--- src/hdl/pse_pkg.sv ---
// ----------------------------------------------------------------------------
// pse_pkg
// Shared constants, types and codes of the postfix stack evaluator.
// ----------------------------------------------------------------------------
`default_nettype none

package pse_pkg;

	localparam int STACK_DEPTH = 16;
	localparam int VALUE_WIDTH = 32;

	localparam int CNT_W  = $clog2(STACK_DEPTH + 1);
	localparam int ADDR_W = $clog2(STACK_DEPTH);
	localparam int ITER_W = $clog2(VALUE_WIDTH);

	localparam int QUEUE_DEPTH = 2;
	localparam int QPTR_W      = $clog2(QUEUE_DEPTH);
	localparam int QCNT_W      = $clog2(QUEUE_DEPTH + 1);

	localparam logic [7:0] CH_ZERO  = 8'h30;
	localparam logic [7:0] CH_NINE  = 8'h39;
	localparam logic [7:0] CH_PLUS  = 8'h2b;
	localparam logic [7:0] CH_MINUS = 8'h2d;
	localparam logic [7:0] CH_STAR  = 8'h2a;
	localparam logic [7:0] CH_SLASH = 8'h2f;
	localparam logic [7:0] CH_CARET = 8'h5e;

	typedef enum logic [2:0] {
		OP_DIGIT,
		OP_ADD,
		OP_SUB,
		OP_MUL,
		OP_DIV,
		OP_XOR,
		OP_OTHER
	} op_t;

	typedef enum logic [2:0] {
		ST_DIGIT     = 3'd0,
		ST_OPDONE    = 3'd1,
		ST_IGNORED   = 3'd2,
		ST_UNDERFLOW = 3'd3,
		ST_DIVZERO   = 3'd4,
		ST_OVERFLOW  = 3'd5
	} status_t;

	typedef enum logic [2:0] {
		B_IDLE,
		B_EXEC,
		B_DIV,
		B_WRITE
	} bstate_t;

	typedef struct packed {
		op_t        op;
		logic [3:0] digit;
		logic       restart;
	} cmd_t;

endpackage

`default_nettype wire

--- src/hdl/postfix_stack_evaluator.sv ---
// ----------------------------------------------------------------------------
// postfix_stack_evaluator
// Evaluates a postfix expression one ASCII symbol per transaction.
//
// Input channel (in_valid / in_stall): symbol and restart. Digits push their
// value, + - * / ^ pop two operands and push the result (^ is bitwise XOR),
// any other symbol is ignored. restart empties the stack before the symbol.
// Output channel (out_valid / out_stall): one transaction per input with the
// new top of stack (0 when empty), the depth and a status code.
// Decoded symbols wait in a two-entry queue in front of the execution unit.
// Digits, ignored symbols, underflow and overflow are answered straight from
// the queue head; + - * ^ read the second operand, execute and write back; /
// runs the divider in between. Digits go at one per cycle while out_stall is
// low; an operator holds the execution unit until its result is written back,
// and the divider retires one quotient bit per cycle.
// When out_stall is high the result holds in the output register; the
// execution unit stops before its next result and the queue then fills and
// raises in_stall. Reset empties the stack, the queue and the output.
// ----------------------------------------------------------------------------
`default_nettype none

module postfix_stack_evaluator
	import pse_pkg::*;
(
	input  wire logic                   clk,
	input  wire logic                   arst_n,
	input  wire logic                   in_valid,
	output logic                        in_stall,
	input  wire logic [7:0]             symbol,
	input  wire logic                   restart,
	output logic                        out_valid,
	input  wire logic                   out_stall,
	output logic [VALUE_WIDTH-1:0]      top_value,
	output logic [CNT_W-1:0]            depth_now,
	output logic [2:0]                  status
);

	logic q_valid;
	logic q_pop;
	cmd_t q_cmd;

	pse_front u_front (
		.clk      (clk),
		.arst_n   (arst_n),
		.in_valid (in_valid),
		.in_stall (in_stall),
		.symbol   (symbol),
		.restart  (restart),
		.q_valid  (q_valid),
		.q_pop    (q_pop),
		.q_cmd    (q_cmd)
	);

	pse_back u_back (
		.clk       (clk),
		.arst_n    (arst_n),
		.q_valid   (q_valid),
		.q_pop     (q_pop),
		.q_cmd     (q_cmd),
		.out_valid (out_valid),
		.out_stall (out_stall),
		.top_value (top_value),
		.depth_now (depth_now),
		.status    (status)
	);

	a_pop_only_valid: assert property (@(posedge clk) disable iff (!arst_n)
		q_pop |-> q_valid)
		else $error("queue popped while empty");

	a_depth_range: assert property (@(posedge clk) disable iff (!arst_n)
		out_valid |-> (depth_now <= CNT_W'(STACK_DEPTH)))
		else $error("depth beyond stack size");

	a_digit_push: assert property (@(posedge clk) disable iff (!arst_n)
		(out_valid && status == ST_DIGIT) |->
			(depth_now != '0 && top_value < VALUE_WIDTH'(10)))
		else $error("digit push result inconsistent");

	a_underflow: assert property (@(posedge clk) disable iff (!arst_n)
		(out_valid && status == ST_UNDERFLOW) |-> (depth_now < CNT_W'(2)))
		else $error("underflow reported with two or more entries");

endmodule

`default_nettype wire

--- src/hdl/pse_front.sv ---
// ----------------------------------------------------------------------------
// pse_front
// Accepts input symbols, decodes them into commands and buffers them in a
// two-entry queue for the execution side.
// ----------------------------------------------------------------------------
`default_nettype none

module pse_front
	import pse_pkg::*;
(
	input  wire logic       clk,
	input  wire logic       arst_n,
	input  wire logic       in_valid,
	output logic            in_stall,
	input  wire logic [7:0] symbol,
	input  wire logic       restart,
	output logic            q_valid,
	input  wire logic       q_pop,
	output cmd_t            q_cmd
);

	cmd_t              dec_cmd;
	cmd_t              queue_q [QUEUE_DEPTH];
	logic [QPTR_W-1:0] wr_ptr_q;
	logic [QPTR_W-1:0] rd_ptr_q;
	logic [QCNT_W-1:0] cnt_q;
	logic              push;

	always_comb begin
		dec_cmd.restart = restart;
		dec_cmd.digit   = 4'(symbol - CH_ZERO);
		if (symbol >= CH_ZERO && symbol <= CH_NINE) begin
			dec_cmd.op = OP_DIGIT;
		end else begin
			case (symbol)
				CH_PLUS:  dec_cmd.op = OP_ADD;
				CH_MINUS: dec_cmd.op = OP_SUB;
				CH_STAR:  dec_cmd.op = OP_MUL;
				CH_SLASH: dec_cmd.op = OP_DIV;
				CH_CARET: dec_cmd.op = OP_XOR;
				default:  dec_cmd.op = OP_OTHER;
			endcase
		end
	end

	assign in_stall = (cnt_q == QCNT_W'(QUEUE_DEPTH));
	assign push     = in_valid && !in_stall;
	assign q_valid  = (cnt_q != '0);
	assign q_cmd    = queue_q[rd_ptr_q];

	always_ff @(posedge clk) begin
		if (push) begin
			queue_q[wr_ptr_q] <= dec_cmd;
		end
	end

	always_ff @(posedge clk or negedge arst_n) begin
		if (!arst_n) begin
			wr_ptr_q <= '0;
			rd_ptr_q <= '0;
			cnt_q    <= '0;
		end else begin
			if (push) begin
				wr_ptr_q <= wr_ptr_q + 1'b1;
			end
			if (q_pop) begin
				rd_ptr_q <= rd_ptr_q + 1'b1;
			end
			case ({push, q_pop})
				2'b10:   cnt_q <= cnt_q + 1'b1;
				2'b01:   cnt_q <= cnt_q - 1'b1;
				default: cnt_q <= cnt_q;
			endcase
		end
	end

endmodule

`default_nettype wire

--- src/hdl/pse_div.sv ---
// ----------------------------------------------------------------------------
// pse_div
// Signed divider, truncating toward zero, one quotient bit per cycle.
// ----------------------------------------------------------------------------
`default_nettype none

module pse_div
	import pse_pkg::*;
(
	input  wire logic                   clk,
	input  wire logic                   arst_n,
	input  wire logic                   start,
	input  wire logic [VALUE_WIDTH-1:0] dividend,
	input  wire logic [VALUE_WIDTH-1:0] divisor,
	output logic                        done,
	output logic [VALUE_WIDTH-1:0]      quotient
);

	logic [VALUE_WIDTH-1:0] quo_q;
	logic [VALUE_WIDTH-1:0] den_q;
	logic [VALUE_WIDTH:0]   rem_q;
	logic                   neg_q;
	logic                   busy_q;
	logic                   done_q;
	logic [ITER_W-1:0]      iter_q;
	logic [VALUE_WIDTH:0]   rem_sh;
	logic                   fits;
	logic                   a_neg;
	logic                   b_neg;

	assign a_neg  = dividend[VALUE_WIDTH-1];
	assign b_neg  = divisor[VALUE_WIDTH-1];
	assign rem_sh = {rem_q[VALUE_WIDTH-1:0], quo_q[VALUE_WIDTH-1]};
	assign fits   = (rem_sh >= {1'b0, den_q});

	always_ff @(posedge clk) begin
		if (start) begin
			quo_q <= a_neg ? (VALUE_WIDTH'(0) - dividend) : dividend;
			den_q <= b_neg ? (VALUE_WIDTH'(0) - divisor) : divisor;
			rem_q <= '0;
			neg_q <= a_neg ^ b_neg;
		end else if (busy_q) begin
			quo_q <= {quo_q[VALUE_WIDTH-2:0], fits};
			rem_q <= fits ? (rem_sh - {1'b0, den_q}) : rem_sh;
		end
	end

	always_ff @(posedge clk or negedge arst_n) begin
		if (!arst_n) begin
			busy_q <= 1'b0;
			done_q <= 1'b0;
			iter_q <= '0;
		end else begin
			done_q <= 1'b0;
			if (start) begin
				busy_q <= 1'b1;
				iter_q <= '0;
			end else if (busy_q) begin
				iter_q <= iter_q + 1'b1;
				if (iter_q == ITER_W'(VALUE_WIDTH - 1)) begin
					busy_q <= 1'b0;
					done_q <= 1'b1;
				end
			end
		end
	end

	assign done     = done_q;
	assign quotient = neg_q ? (VALUE_WIDTH'(0) - quo_q) : quo_q;

endmodule

`default_nettype wire

--- src/hdl/pse_back.sv ---
// ----------------------------------------------------------------------------
// pse_back
// Executes queued commands on the value stack and drives the result register.
// ----------------------------------------------------------------------------
`default_nettype none

module pse_back
	import pse_pkg::*;
(
	input  wire logic                clk,
	input  wire logic                arst_n,
	input  wire logic                q_valid,
	output logic                     q_pop,
	input  wire cmd_t                q_cmd,
	output logic                     out_valid,
	input  wire logic                out_stall,
	output logic [VALUE_WIDTH-1:0]   top_value,
	output logic [CNT_W-1:0]         depth_now,
	output logic [2:0]               status
);

	logic [VALUE_WIDTH-1:0] stack_mem [STACK_DEPTH];

	bstate_t                state_q, state_d;
	logic [CNT_W-1:0]       count_q, count_d;
	logic [VALUE_WIDTH-1:0] top_q, top_d;
	logic [VALUE_WIDTH-1:0] res_q, res_d;
	logic                   ok_q, ok_d;
	op_t                    op_q, op_d;
	logic [VALUE_WIDTH-1:0] rd_q;

	logic                   out_valid_q;
	logic [VALUE_WIDTH-1:0] out_top_q;
	logic [CNT_W-1:0]       out_depth_q;
	status_t                out_status_q;

	logic                   out_free;
	logic                   out_load;
	logic [VALUE_WIDTH-1:0] out_top_d;
	logic [CNT_W-1:0]       out_depth_d;
	status_t                out_status_d;

	logic                   mem_we;
	logic [ADDR_W-1:0]      mem_wa;
	logic [VALUE_WIDTH-1:0] mem_wd;
	logic                   mem_re;
	logic [ADDR_W-1:0]      mem_ra;
	logic [CNT_W-1:0]       cnt_eff;
	logic [CNT_W-1:0]       cnt_m2;
	logic [VALUE_WIDTH-1:0] digit_val;

	logic                   div_start;
	logic                   div_done;
	logic [VALUE_WIDTH-1:0] div_quo;

	pse_div u_div (
		.clk      (clk),
		.arst_n   (arst_n),
		.start    (div_start),
		.dividend (rd_q),
		.divisor  (top_q),
		.done     (div_done),
		.quotient (div_quo)
	);

	assign out_free  = !out_valid_q || !out_stall;
	assign cnt_eff   = q_cmd.restart ? '0 : count_q;
	assign cnt_m2    = cnt_eff - CNT_W'(2);
	assign digit_val = VALUE_WIDTH'(q_cmd.digit);

	always_comb begin
		state_d      = state_q;
		count_d      = count_q;
		top_d        = top_q;
		res_d        = res_q;
		ok_d         = ok_q;
		op_d         = op_q;
		q_pop        = 1'b0;
		out_load     = 1'b0;
		out_top_d    = out_top_q;
		out_depth_d  = out_depth_q;
		out_status_d = out_status_q;
		mem_we       = 1'b0;
		mem_wa       = count_q[ADDR_W-1:0];
		mem_wd       = res_q;
		mem_re       = 1'b0;
		mem_ra       = cnt_m2[ADDR_W-1:0];
		div_start    = 1'b0;
		case (state_q)
			B_IDLE: begin
				if (q_valid && out_free) begin
					q_pop       = 1'b1;
					count_d     = cnt_eff;
					out_load    = 1'b1;
					out_depth_d = cnt_eff;
					out_top_d   = (cnt_eff == '0) ? '0 : top_q;
					case (q_cmd.op)
						OP_DIGIT: begin
							if (cnt_eff == CNT_W'(STACK_DEPTH)) begin
								out_status_d = ST_OVERFLOW;
							end else begin
								mem_we       = 1'b1;
								mem_wa       = cnt_eff[ADDR_W-1:0];
								mem_wd       = digit_val;
								count_d      = cnt_eff + 1'b1;
								top_d        = digit_val;
								out_top_d    = digit_val;
								out_depth_d  = cnt_eff + 1'b1;
								out_status_d = ST_DIGIT;
							end
						end
						OP_OTHER: begin
							out_status_d = ST_IGNORED;
						end
						default: begin
							if (cnt_eff < CNT_W'(2)) begin
								out_status_d = ST_UNDERFLOW;
							end else begin
								out_load = 1'b0;
								mem_re   = 1'b1;
								op_d     = q_cmd.op;
								state_d  = B_EXEC;
							end
						end
					endcase
				end
			end
			B_EXEC: begin
				ok_d    = 1'b1;
				state_d = B_WRITE;
				case (op_q)
					OP_ADD: res_d = rd_q + top_q;
					OP_SUB: res_d = rd_q - top_q;
					OP_MUL: res_d = VALUE_WIDTH'(rd_q * top_q);
					OP_XOR: res_d = rd_q ^ top_q;
					OP_DIV: begin
						if (top_q == '0) begin
							ok_d = 1'b0;
						end else begin
							div_start = 1'b1;
							state_d   = B_DIV;
						end
					end
					default: ok_d = 1'b0;
				endcase
			end
			B_DIV: begin
				if (div_done) begin
					res_d   = div_quo;
					state_d = B_WRITE;
				end
			end
			B_WRITE: begin
				if (out_free) begin
					out_load = 1'b1;
					state_d  = B_IDLE;
					if (ok_q) begin
						mem_we       = 1'b1;
						mem_wa       = ADDR_W'(count_q - CNT_W'(2));
						mem_wd       = res_q;
						top_d        = res_q;
						count_d      = count_q - 1'b1;
						out_top_d    = res_q;
						out_depth_d  = count_q - 1'b1;
						out_status_d = ST_OPDONE;
					end else begin
						out_top_d    = top_q;
						out_depth_d  = count_q;
						out_status_d = ST_DIVZERO;
					end
				end
			end
			default: state_d = B_IDLE;
		endcase
	end

	always_ff @(posedge clk) begin
		if (mem_we) begin
			stack_mem[mem_wa] <= mem_wd;
		end
		if (mem_re) begin
			rd_q <= stack_mem[mem_ra];
		end
	end

	always_ff @(posedge clk) begin
		top_q <= top_d;
		res_q <= res_d;
		ok_q  <= ok_d;
		op_q  <= op_d;
		if (out_load) begin
			out_top_q    <= out_top_d;
			out_depth_q  <= out_depth_d;
			out_status_q <= out_status_d;
		end
	end

	always_ff @(posedge clk or negedge arst_n) begin
		if (!arst_n) begin
			state_q     <= B_IDLE;
			count_q     <= '0;
			out_valid_q <= 1'b0;
		end else begin
			state_q <= state_d;
			count_q <= count_d;
			if (out_load) begin
				out_valid_q <= 1'b1;
			end else if (!out_stall) begin
				out_valid_q <= 1'b0;
			end
		end
	end

	assign out_valid = out_valid_q;
	assign top_value = out_top_q;
	assign depth_now = out_depth_q;
	assign status    = out_status_q;

endmodule

`default_nettype wire
--- config.mk ---
export PLATFORM = sky130hd
export DESIGN_NAME = postfix_stack_evaluator
export DESIGN_NICKNAME = d
export VERILOG_FILES = /design/src/hdl/pse_pkg.sv /design/src/hdl/postfix_stack_evaluator.sv /design/src/hdl/pse_front.sv /design/src/hdl/pse_div.sv /design/src/hdl/pse_back.sv
export SDC_FILE = /design/constraint.sdc
export NUM_CORES = 2
export LEC_CHECK = 0
export ABC_CLOCK_PERIOD_IN_PS = 7200
export BUFFER_PORTS_ARGS = -buffer_cell sky130_fd_sc_hd__buf_2
export CORE_MARGIN = 2
export CORE_UTILIZATION = 59
export DETAILED_ROUTE_END_ITERATION = 10
export GPL_TIMING_DRIVEN = 0
export PLACE_DENSITY = 0.76
export SLEW_MARGIN = 10
export SYNTH_ARGS = -nofsm -noshare
export SYNTH_HDL_FRONTEND = slang
export SYNTH_SLANG_ARGS = --single-unit
--- constraint.sdc ---
create_clock -name clk -period 7.2 [get_ports clk]
set_clock_uncertainty 0.15 [all_clocks]
set_input_delay 0.36 -clock clk [delete_from_list [all_inputs] [get_ports clk]]
set_output_delay 0.36 -clock clk [all_outputs]
set_load 0.05 [all_outputs]
# Word level (Yosys, flattened, before mapping)
# Memories as Yosys holds them, arrays and structs flattened. A register that Yosys moved wholly into a read port is not among the register bits.
# Cells that the tools add are included.
[classes]
mul = 1
mux = 90
bitwise = 4
addsub = 16
reduce_logical = 25
eq_ne = 29
magnitude_cmp = 4
[ops]
columns = ["operator", "n"]
rows = [
  ["$mux 32", 19],
  ["$pmux 32 s2", 3],
  ["$pmux 32 s4", 1],
  ["$sub 1x32->32 const A", 3],
  ["$sub 32x32->32", 2],
  ["$mux 5", 8],
  ["$mux 3", 12],
  ["$ge 33x32->1", 1],
  ["$add 32x32->32", 1],
  ["$eq 8x6->1 const B", 4],
  ["$logic_not 32->1", 1],
  ["$mul 32x32->32", 1],
  ["$xor 32x32->32", 1],
  ["$mux 1", 31],
  ["$mux 31", 1],
  ["$mux 4", 5],
  ["$pmux 3 s5", 1],
  ["$reduce_and 5->1", 3],
  ["$eq 3x2->1 const B", 4],
  ["$pmux 3 s2", 2],
  ["$pmux 3 s4", 1],
  ["$add 5x1->5 const B", 2],
  ["$eq 5x5->1 const B", 2],
  ["$ne 2x2->1 const B", 5],
  ["other kinds (33)", 55],
]
[word_totals]
word_cells = 192
out_inout_bits = 42
ramBits = 528
regBits = 225
input_bits = 13
memories = 2
[memory_table]
columns = ["name", "depth", "width", "read_ports", "rd_clocked_by_memory_dff", "write_ports", "line_no", "rtl"]
rows = [
  ["u_back.stack_mem", 16, 32, 1, 1, 1, "pse_back.sv:22", "logic [VALUE_WIDTH-1:0] stack_mem [STACK_DEPTH];"],
  ["u_front.queue_q", 2, 8, 1, 0, 1, "pse_front.sv:23", "cmd_t queue_q [QUEUE_DEPTH];"],
]

# Depth between registers and ports, before layout
# An unclocked memory read counts as a cell.
[depth]
ltp_word = 9
ltp_mapped = 28
ltp_nobuf = 26

# Modules after synthesis
# Synthesis repeated with hierarchy kept, for this count alone.
[hier_totals]
cells_unflattened = 4780
hier_area_um2 = 53994.3
[modules_own_cells]
columns = ["module", "cells_each", "area_per_inst_um2", "instances", "seq_area_each_um2"]
rows = [
  ["pse_back", 3868, 45514.9, 1, 19779.0],
  ["pse_div", 854, 7599.8, 1, 2767.7],
  ["pse_front", 58, 879.6, 1, 580.6],
]

# Worst setup path before layout
# OpenSTA, ideal clock, no wires.
[synth_timing]
path_type = "flip-flop to flip-flop"
startpoint = "register u_back.top_q[4]"
endpoint = "register u_back.res_q[27] (data pin)"
path_slack_ns = -0.188
synth_period_minus_slack_ns = 7.388
required_time_ns = 6.778
stages_incl_launch_ff = 27
n_path_buf = 4
arrival_ns = 6.967
setup_time_ns = 0.272
path_cell_list = "edfxtp_1 > clkbuf_1 > clkbuf_1 > clkbuf_1 > and2_1 > fa_1 > inv_1 > fa_1 > fa_1 > fa_1 > inv_1 > fa_1 > inv_1 > fa_1 > inv_1 > fa_1 > fa_1 > ha_1 > clkbuf_1 > a21o_1 > a211o_1 > o21ai_0 > nand2_1 > a31oi_1 > xnor2_1 > a2111oi_0 > a21oi_1"
[synth_via]
elab_chain_len = 3
word_cells_on_any_way = 5
cone_classes = "add/sub: 2; mul: 1; mux: 2"
[synth_lines]
columns = ["element", "line_no", "rtl"]
rows = [
  ["start, declared", "pse_back.sv:26", "logic [VALUE_WIDTH-1:0] top_q, top_d;"],
  ["start signal, assigned", "pse_back.sv:187", "top_q <= top_d;"],
  ["$mul 32x32->32 (tied with other cells)", "pse_back.sv:134", "OP_MUL: res_d = VALUE_WIDTH'(rd_q * top_q);"],
  ["$pmux 32 s4 *", "pse_back.sv:131", "case (op_q)"],
  ["$pmux 32 s2 *", "pse_back.sv:89", "case (state_q)"],
  ["via u_back.res_d[27]", "pse_back.sv:27", "logic [VALUE_WIDTH-1:0] res_q, res_d;"],
  ["end signal, assigned", "pse_back.sv:188", "res_q <= res_d;"],
  ["end, declared", "pse_back.sv:27", ""],
]
# Mark *: on every way through the listed nets, which the timed path passes. The rest lies on a longest branch.
# A chain may end at the register's enable or synchronous reset.

# Final worst setup path
[layout_timing]
startpoint = "register u_back.rd_q[12] (read register of u_back.stack_mem)"
endpoint = "register u_back.res_q[31] (data pin)"
[layout_via]
elab_chain_len = 3
word_cells_on_any_way = 5
cone_classes = "add/sub: 2; mul: 1; mux: 2"
[layout_lines]
columns = ["element", "line_no", "rtl"]
rows = [
  ["start, declared", "pse_back.sv:30", "logic [VALUE_WIDTH-1:0] rd_q;"],
  ["$mul 32x32->32 (tied with other cells)", "pse_back.sv:134", ""],
  ["$pmux 32 s4 *", "pse_back.sv:131", ""],
  ["$pmux 32 s2 *", "pse_back.sv:89", ""],
  ["via u_back.res_d[31]", "pse_back.sv:27", ""],
]
# Marked as above.

==> metrics.csv <==
stage,metric,value,unit
yosys,"top cells by count, synth","edfxtp_1 (733), nand2_1 (524), inv_1 (457)",
yosys,post-synth top area share,41.1,%
routing,met2 WL post-DR,78500,um
placement,post-detail-place hpwl,127000,um
worst_setup_path,reg2reg start,u_back.rd_q[12],
yosys,Syn Inst Count,4737,
yosys,Post-Syn Nets,5379,
min_path,worst min-delay path class,in2reg,
worst_setup_path,Crit path required time,7.55,ns
routing,vias per cell,6.28,
clocking,maximum clock path buffer count,3,
worst_setup_path,Worst setup SP type,flop,
die,chip width,305,um
worst_setup_path,depth of the most critical reg-to-reg path,24,
die,die area,93100,um^2
sta,Setup-failing EPs final,12,
cells_and_area,Area Growth Syn to Fin,15.1,%
routing,routed via count,39400,
sta,fin worst setup slack,-0.516,ns
routing,final antenna-violating net count,0,
yosys,Cell variety after synth,75,
clocking,clk sinks,784,
worst_setup_path,CP Launch Point,u_back.rd_q[12],
run,max-cap check violation count,0,
worst_setup_path,Crit Path Max Fanout,10,
worst_setup_path,Setup Crit Path Kind,reg2reg,
die,I/O pins,55,
global_routing,initial antenna violation count,10,
cells_and_area,Post-layout nets,5670,
placement,GP Congestion,1.05,
die,core area,90000,um^2
routing,first drt pass iteration count,8,
routing,mean routed wirelength per cell,27.6,um
global_routing,vias in the first global route,39600,
sta,RSZ-0062 raised after global routing,true,
worst_setup_path,R2R setup slack,-0.52,ns
clocking,Clock transition at path regs,0.06,ns
sta,Worst slew margin,18.1,%
cells_and_area,footprint of the multi-input gates,28700,um^2
yosys,Synth async-reset ratio,2.42,%
sta,Slew @ Worst Pin,1.23,ns
yosys,most numerous cell in the Yosys netlist,edfxtp_1,
die,Die Height,305,um
worst_setup_path,worst reg2reg path endpoint,u_back.res_q[31],
routing,First DRT Iteration DRCs,5132,
yosys,mapped cell area,53500,um^2
yosys,Yosys reg bits,784,
cells_and_area,register area,23100,um^2
min_path,beginning of the worst hold path,out_stall,
yosys,number of flops mapped to enable cells by yosys,733,
min_path,Hold Crit Depth,3,
min_path,hold endpoint,u_back.out_valid,
clocking,Root Buffer,clkbuf_16,
sta,Final Cycle Share,107,%
routing,Top Layer Used,met5,
sta,max-slew violation count,0,
status,status,"complete, but fails checks",
cells_and_area,layout cells sized above 1,13.6,%
placement,port bufs,54,
worst_setup_path,Setup crit end kind,flop,
yosys,leading area contributor after synthesis,edfxtp_1,
yosys,post-synthesis sequential area ratio,43.2,%
global_routing,pin count of the biggest net entering global routing,43,
yosys,synth top area cells,"edfxtp_1 (41%), fa_1 (15%), ha_1 (5.1%), and2_1 (3.9%), nand2_1 (3.7%)",
global_routing,first-pass GRT wire length,253000,um
cells_and_area,final design area excluding fillers,61600,um^2
die,Initial Util,59.4,%
routing,routed wire length,173000,um
clocking,CTS tree,done,
clocking,Skew-Pair Late Insertion Delay,0.69,ns
worst_setup_path,CP Data Arrival Time,8.07,ns
yosys,Main synth FF type,edfxtp_1,
cells_and_area,fillcell total,6541,
sta,min Tclk post-route,7.72,ns
clocking,total CTS buffers,82,
die,# rows,110,
global_routing,Tot GR Track Use,37.2,%
sta,Final Hold Fails,0,
placement,placed inst area,55900,um^2
routing,met3 WL post-DR,19500,um
clocking,depth of the CTS H-tree,3,
routing,met1 WL,61300,um
yosys,yosys warns,0,
global_routing,GRT overflow,0,
status,failing checks,negative setup slack,
sta,max frequency,130,MHz
routing,post-route DRC violation count,0,
yosys,syn_area_per_cell,11.3,um^2
[critical path: stages, from the launching register on]
cell	delay, ns
edfxtp_1	0.51
clkbuf_8	0.21
buf_4	0.19
and2_1	0.18
fa_2	0.56
inv_1	0.05
fa_1	0.49
fa_2	0.43
fa_1	0.51
fa_1	0.55
inv_1	0.05
fa_1	0.50
fa_1	0.45
fa_2	0.62
ha_4	0.23
and3_4	0.17
a221oi_4	0.29
buf_12	0.17
nor2_4	0.05
a21oi_4	0.15
o21ai_4	0.10
o41ai_4	0.35
xnor2_1	0.18
nand2_1	0.09
a32oi_1	0.27
[metrics by stage]
step	setup WS [ns]	setup TNS [ns]	hold slack [ns]	util, %	instances
2_1_floorplan	0.000983	0	-0.0856	-	4737
3_3_place_gp	-2.67	-311.55	0.201	61.4	5967
3_5_place_dp	-2.65	-35.53	0.204	62.1	5994
4_1_cts	-0.415	-2.80	0.0110	67.7	6238
5_1_grt	-0.585	-5.38	0.0387	68.4	6268
6_report	-0.516	-3.91	0.0306	68.4	6273
[sequential cells by signal, indices dropped and copies added, names as in the netlist, 16 cells and up]
signal and cells:
u_back.rd_q 32, u_back.res_q 32, u_back.stack_mem 512, u_back.top_q 32, u_back.top_value 32, u_back.u_div.den_q 32, u_back.u_div.quo_q 32, u_back.u_div.rem_q 32
u_front.queue_q 16
[cells in the final DEF (no fill, tap or decap), drive strengths merged, types with 68 or more instances in the layout]
cell type,instances
nor2b,74
a21oi,186
a211oi,136
nand2,525
nor2,159
a21o,68
edfxtp,733
fa,410
clkbuf,303
mux2i,181
xor2,125
and2,335
o21ai,162
ha,219
buf,283
xnor2,155
inv,464
[logic make-up after synthesis]
family	share of synthesized area, %
AOI/OAI and AO/OA	9.86
xor gates and xnor gates	4.58
adders and majority gates	20.5
buffers and inverters	5.36
DFF	43.2
muxes	4.80
and+or+nand+nor	11.7
[layout make-up]
class	count	share of cell area, %
multi-input cells	3199	46.5
flip-flops and latches	784	37.6
clock buffers	93	3.40
plain buffers	286	3.24
repair buffers	216	3.10
inverters	459	2.80
well taps	1176	2.39
clock inverters	55	0.949
diodes	5	0.0203
[metal layers]
layer,vias up,track usage (%)
met5,-,0
li1,16900,-
met2,2479,57.9
met3,690,10.2
met1,19300,45.9
met4,8,24.4
[what timing repair did]
item / 4_1_cts / 5_1_grt
setup endpoints to repair: 21 / 18
hold buffers: 9 / 0
hold endpoints to repair: 36 / 0
pin swaps: 83 / 68
setup buffers: 92 / 33
resized for setup: 392 / 117
cloned: 2 / 0
[worst max-delay path by stage]
| stage | end | slack, ns | cells after the start |
|---|---|---|---|
| 6_report | u_back.res_q[31] | -0.52 | 24 |
| 5_1_grt | u_back.res_q[31] | -0.58 | 22 |
| 4_1_cts | u_back.res_q[27] | -0.41 | 23 |
| 3_5_place_dp | u_back.res_q[31] | -2.65 | 27 |
| 3_3_place_gp | u_back.res_q[31] | -2.67 | 27 |
| 2_1_floorplan | u_back.res_q[27] | 0.001 | 23 |
Power is left out: the tool's default activity adds up to more than one toggle a clock period on the data nets, which glitch-free logic cannot reach.
